### config.mk
export PLATFORM = sky130hd
export DESIGN_NAME = lpht_ctrl
export DESIGN_NICKNAME = d
export VERILOG_FILES = /design/src/sv/linear_probe_hash_table_with_aging_unit_defines.svh /design/src/sv/lpht_pkg.sv /design/src/sv/lpht_ctrl.sv
export SDC_FILE = /design/constraint.sdc
export NUM_CORES = 1
export LEC_CHECK = 0
export ABC_CLOCK_PERIOD_IN_PS = 1100
export BUFFER_PORTS_ARGS = -buffer_cell sky130_fd_sc_hd__buf_4
export CAP_MARGIN = 20
export CORE_AREA = 3 3 40 42
export CTS_CLUSTER_SIZE = 14
export DETAILED_ROUTE_END_ITERATION = 6
export DIE_AREA = 0 0 43 45
export MAX_ROUTING_LAYER = met4
export PLACE_DENSITY_LB_ADDON = 0.15
export SYNTH_ARGS = -nofsm -noshare
export SYNTH_HDL_FRONTEND = slang
export SYNTH_SLANG_ARGS = --single-unit
### constraint.sdc
create_clock -name clk -period 1.1 [get_ports clk]
set_input_delay 0.11 -clock clk [delete_from_list [all_inputs] [get_ports clk]]
set_output_delay 0.11 -clock clk [all_outputs]
set_load 0.05 [all_outputs]
### src/sv/linear_probe_hash_table_with_aging_unit_defines.svh
// Assertion macros for the hash table unit
`ifndef LINEAR_PROBE_HASH_TABLE_WITH_AGING_UNIT_DEFINES_SVH
`define LINEAR_PROBE_HASH_TABLE_WITH_AGING_UNIT_DEFINES_SVH

// same-cycle implication, reset disabled
`define LPH_ASSERT_IMP(label, ante, cons, msg) \
    label: assert property (@(posedge clk) disable iff (!rst_n) (ante) |-> (cons)) \
        else $error(msg);

// next-cycle implication, reset disabled
`define LPH_ASSERT_NXT(label, ante, cons, msg) \
    label: assert property (@(posedge clk) disable iff (!rst_n) (ante) |=> (cons)) \
        else $error(msg);

`endif

### src/sv/lpht_pkg.sv
// Shared types, codes and tables of the hash table unit
package lpht_pkg;

    localparam int KEY_W   = 64;
    localparam int PLY_W   = 16;
    localparam int IDX_W   = 12;
    localparam int LOG_W   = 4;
    localparam int LIMIT_W = 15;

    localparam logic [1:0] OP_INSERT = 2'd0;
    localparam logic [1:0] OP_FIND   = 2'd1;
    localparam logic [1:0] OP_PURGE  = 2'd2;
    localparam logic [1:0] OP_CLEAR  = 2'd3;

    typedef struct packed {
        logic             valid;
        logic [KEY_W-1:0] key;
        logic             side;
        logic [PLY_W-1:0] ply;
    } slot_t;

    typedef struct packed {
        logic ready;
        logic cap;
        logic rd;
        logic probe_step;
        logic sweep_step;
        logic wr_ins;
        logic wr_free;
        logic wr_zero;
        logic purge_end;
        logic clr_end;
        logic set_pend;
        logic pend_hit;
        logic res_load;
    } ctl_cmd_t;

    typedef struct packed {
        logic       req_valid;
        logic [1:0] new_op;
        logic [1:0] op;
        logic       slot_valid;
        logic       match;
        logic       purge_hit;
        logic       probe_last;
        logic       sweep_last;
        logic       out_busy;
    } ctl_stat_t;

    // floor(2^lg * 9 / 10)
    function automatic logic [LIMIT_W-1:0] occ_limit(input logic [LOG_W-1:0] lg);
        logic [LIMIT_W-1:0] r;
        unique case (lg)
            4'd0:  r = 15'd0;
            4'd1:  r = 15'd1;
            4'd2:  r = 15'd3;
            4'd3:  r = 15'd7;
            4'd4:  r = 15'd14;
            4'd5:  r = 15'd28;
            4'd6:  r = 15'd57;
            4'd7:  r = 15'd115;
            4'd8:  r = 15'd230;
            4'd9:  r = 15'd460;
            4'd10: r = 15'd921;
            4'd11: r = 15'd1843;
            4'd12: r = 15'd3686;
            4'd13: r = 15'd7372;
            4'd14: r = 15'd14745;
            default: r = 15'd29491;
        endcase
        return r;
    endfunction

endpackage

### src/sv/lpht_ctrl.sv
// Controller state machine of the hash table unit
module lpht_ctrl (
    input  logic                clk,
    input  logic                rst_n,
    input  lpht_pkg::ctl_stat_t stat,
    output lpht_pkg::ctl_cmd_t  cmd
);
    import lpht_pkg::*;

    localparam logic [2:0] S_INIT = 3'd0;
    localparam logic [2:0] S_IDLE = 3'd1;
    localparam logic [2:0] S_RD   = 3'd2;
    localparam logic [2:0] S_CHK  = 3'd3;
    localparam logic [2:0] S_SRD  = 3'd4;
    localparam logic [2:0] S_SCHK = 3'd5;
    localparam logic [2:0] S_CLR  = 3'd6;
    localparam logic [2:0] S_DONE = 3'd7;

    logic [2:0] state_reg, state_next;

    always_ff @(posedge clk or negedge rst_n)
    begin
        if (!rst_n)
            state_reg <= S_INIT;
        else
            state_reg <= state_next;
    end

    always_comb
    begin
        cmd = '0;
        state_next = state_reg;
        unique case (state_reg)
            S_INIT:
            begin
                cmd.wr_zero = 1'b1;
                if (stat.sweep_last)
                    state_next = S_IDLE;
                else
                    cmd.sweep_step = 1'b1;
            end
            S_IDLE:
            begin
                cmd.ready = 1'b1;
                if (stat.req_valid)
                begin
                    cmd.cap = 1'b1;
                    unique case (stat.new_op)
                        OP_INSERT, OP_FIND: state_next = S_RD;
                        OP_PURGE:           state_next = S_SRD;
                        default:            state_next = S_CLR;
                    endcase
                end
            end
            S_RD:
            begin
                cmd.rd = 1'b1;
                state_next = S_CHK;
            end
            S_CHK:
            begin
                priority if (!stat.slot_valid)
                begin
                    cmd.wr_ins   = (stat.op == OP_INSERT);
                    cmd.set_pend = 1'b1;
                    cmd.pend_hit = (stat.op == OP_INSERT);
                    state_next   = S_DONE;
                end
                else if (stat.op == OP_FIND && stat.match)
                begin
                    cmd.set_pend = 1'b1;
                    cmd.pend_hit = 1'b1;
                    state_next   = S_DONE;
                end
                else if (stat.probe_last)
                begin
                    cmd.set_pend = 1'b1;
                    state_next   = S_DONE;
                end
                else
                begin
                    cmd.probe_step = 1'b1;
                    state_next     = S_RD;
                end
            end
            S_SRD:
            begin
                cmd.rd = 1'b1;
                state_next = S_SCHK;
            end
            S_SCHK:
            begin
                cmd.wr_free = stat.purge_hit;
                if (stat.sweep_last)
                begin
                    cmd.purge_end = 1'b1;
                    cmd.set_pend  = 1'b1;
                    state_next    = S_DONE;
                end
                else
                begin
                    cmd.sweep_step = 1'b1;
                    state_next     = S_SRD;
                end
            end
            S_CLR:
            begin
                cmd.wr_zero = 1'b1;
                if (stat.sweep_last)
                begin
                    cmd.clr_end  = 1'b1;
                    cmd.set_pend = 1'b1;
                    state_next   = S_DONE;
                end
                else
                    cmd.sweep_step = 1'b1;
            end
            default:
            begin
                if (!stat.out_busy)
                begin
                    cmd.res_load = 1'b1;
                    state_next   = S_IDLE;
                end
            end
        endcase
    end

endmodule

==> reports/metrics.yaml <==
status: "finished with violations"
violations: "setup timing"
reg2regPathDepth: 5
die_y_um: 45
slew_violations: 0
max_slew_margin_pct: 75.6
setup.worst_path.start: "state_reg[2]"
drtIter0Drc: 3
setup_ws_ns: -0.378
finalHoldViolCount: 0
grt-ovfl-total: 0
clk_latency_ns: 0.24
ys_ff_latch: 3
hold-worst-slack_ns: 0.185
largest_reg_flops: 3
avgSynthCellArea_um2: 7.95
finalSetupTns_ns: -4.59
ir_drop_mv: 1.22
yosys_warnings: 0
critPathArrivalTime_ns: 1.37
place_inst: 100
hold_depth: 3
coreArea_mm2: 0.00128
max_freq_mhz: 677
worstPathRequired_ns: 0.99
layout_commonest_cell: "buf_4"
drive_gt1_share_pct: 73.9
clock-sinks: 3
ys.flop_type: "dfrtp_1"
portBuffers: 25
via_per_inst: 5.00
firstDrtPassIters: 2
cellPowerDensity_mw_per_mm2: 2770
worstReg2RegStart: "state_reg[2]"
rsz0062_at_grt: "true"
yosysUniqueCellTypes: 30
totalWireLength_um: 1480
dieArea_mm2: 0.00194
clock_path_buffers: 2
cts_root_buffer: "clkbuf_4"
dp_hpwl_um: 1000
initial_utilization_pct: 29.7
grtUsageTotal_pct: 15.2
worst_slew_pin_slew_ns: 0.363
utilization_pct: 71.9
gp_congestion: 0.710
ioPinCount: 26
holdCritPathClass: "input port to flip-flop"
regToRegEndpoint: "state_reg[0]"
numCtsBuffers: 3
place_ws_ns: -0.203
fin_crit_sh_pct: 134
synthesis.instances: 48
drc_errors: 0
end_kind: "output pin"
holdPathEnd: "state_reg[1]"
antenna_cells: 0
wire_per_inst_um: 13.8
path_max_fanout: 5
final_area_um2: 923
max-cap-violations: 0
period_needed_ns: 1.48
grt_pass1_wl_um: 2110
fin_total_pwr_mw: 2.56
cts-htree-levels: 1
finalSetupViolCount: 16
grt_max_degree: 8
fp-row-count: 13
die_w_um: 43
rrSetupSlack_ns: -0.16
crit_type: "flip-flop to output pin"
clk_pin_slew_ns: 0.04
antenna_found_initial: 0
grt_pass1_vias: 497
setup.worst_path.start_class: "flip-flop"
route.vias.total: 535
areaGrowthSynthToFinish_pct: 142
hp-start: "stat[10]"
fin_nets: 106
yosysSeqAreaShare_pct: 19.7
dpl_cell_area_um2: 737
synth_edf_count: 0
async_reset_ff_share_pct: 100
cts_tree: "done"
layout_common_cells: "buf_4 (24), buf_6 (15)"
final_cells: 107
syn_area_um2: 382
final.setup_skew_ns: 0.00140
leakage_nw: 0.435
ant_nets: 0
synth_nets: 61
[per-layer routing]
layer | track usage [%] | up-vias | routed length, µm
li1 | - | 261 | -
met1 | 17.7 | 249 | 551
met2 | 24.9 | 21 | 815
met3 | 1.20 | 4 | 82
met4 | 10.8 | 0 | 30
met5 | - | - | 0
[how the worst max path moves through the flow]
stage | cells past startpoint | endpoint
2_1_floorplan | 2 | cmd[2]
3_3_place_gp | 5 | cmd[2]
3_5_place_dp | 4 | cmd[8]
4_1_cts | 4 | cmd[9]
5_1_grt | 4 | cmd[9]
6_report | 4 | cmd[1]
[power by group]
group	internal, mW	switching [mW]
clock network	0.136	0.0612
registers	0.170	0.105
logic	0.993	1.09
total	1.30	1.26
[worst max-delay path: stages (launching register included)]
cell	delay (ns)
dfrtp_2	0.44
nand3b_1	0.18
buf_6	0.15
nor3_2	0.18
buf_6	0.18
[cells in the mapped netlist (2+ instances only)]
master	instances	area share [%]
dfrtp_1	3	20
nor4_1	2	3.3
nor2_1	6	5.9
nor2b_1	3	4.9
o21a_1	2	3.9
inv_1	3	3.0
nor3_1	2	2.6
buf_4	2	3.9
nand2_1	3	3.0
o21ai_0	2	2.6
[cell families (layout without fill, tap and decap cells)]
group	count (synthesis)	after routing	synth area share [%]
xor gates and xnor gates	1	1	2.30
AOI/OAI and AO/OA	11	11	20.7
DFF	3	3	19.7
and+or+nand+nor	26	26	46.6
buffers and inverters	7	51	10.8
[repair_timing]
item / in CTS / in global routing
cloned: 0 / 0
buffers inserted: 2 / 1
hold buffers: 1 / 0
endpoints found under the hold margin: 3 / 0
pin swaps: 2 / 4
gates resized for setup: 24 / 11
setup endpoints to repair: 16 / 16
[final cells by class]
cell class / instances / area, µm²
Clock buffer: 4 / 26.3
Fill cell: 107 / 362
Sequential cell: 3 / 78.8
Inverter: 4 / 17.5
Multi-Input combinational cell: 38 / 378
Timing Repair Buffer: 43 / 404
Tap cell: 15 / 18.8
No activity file was read; power rests on OpenSTA's default activity.
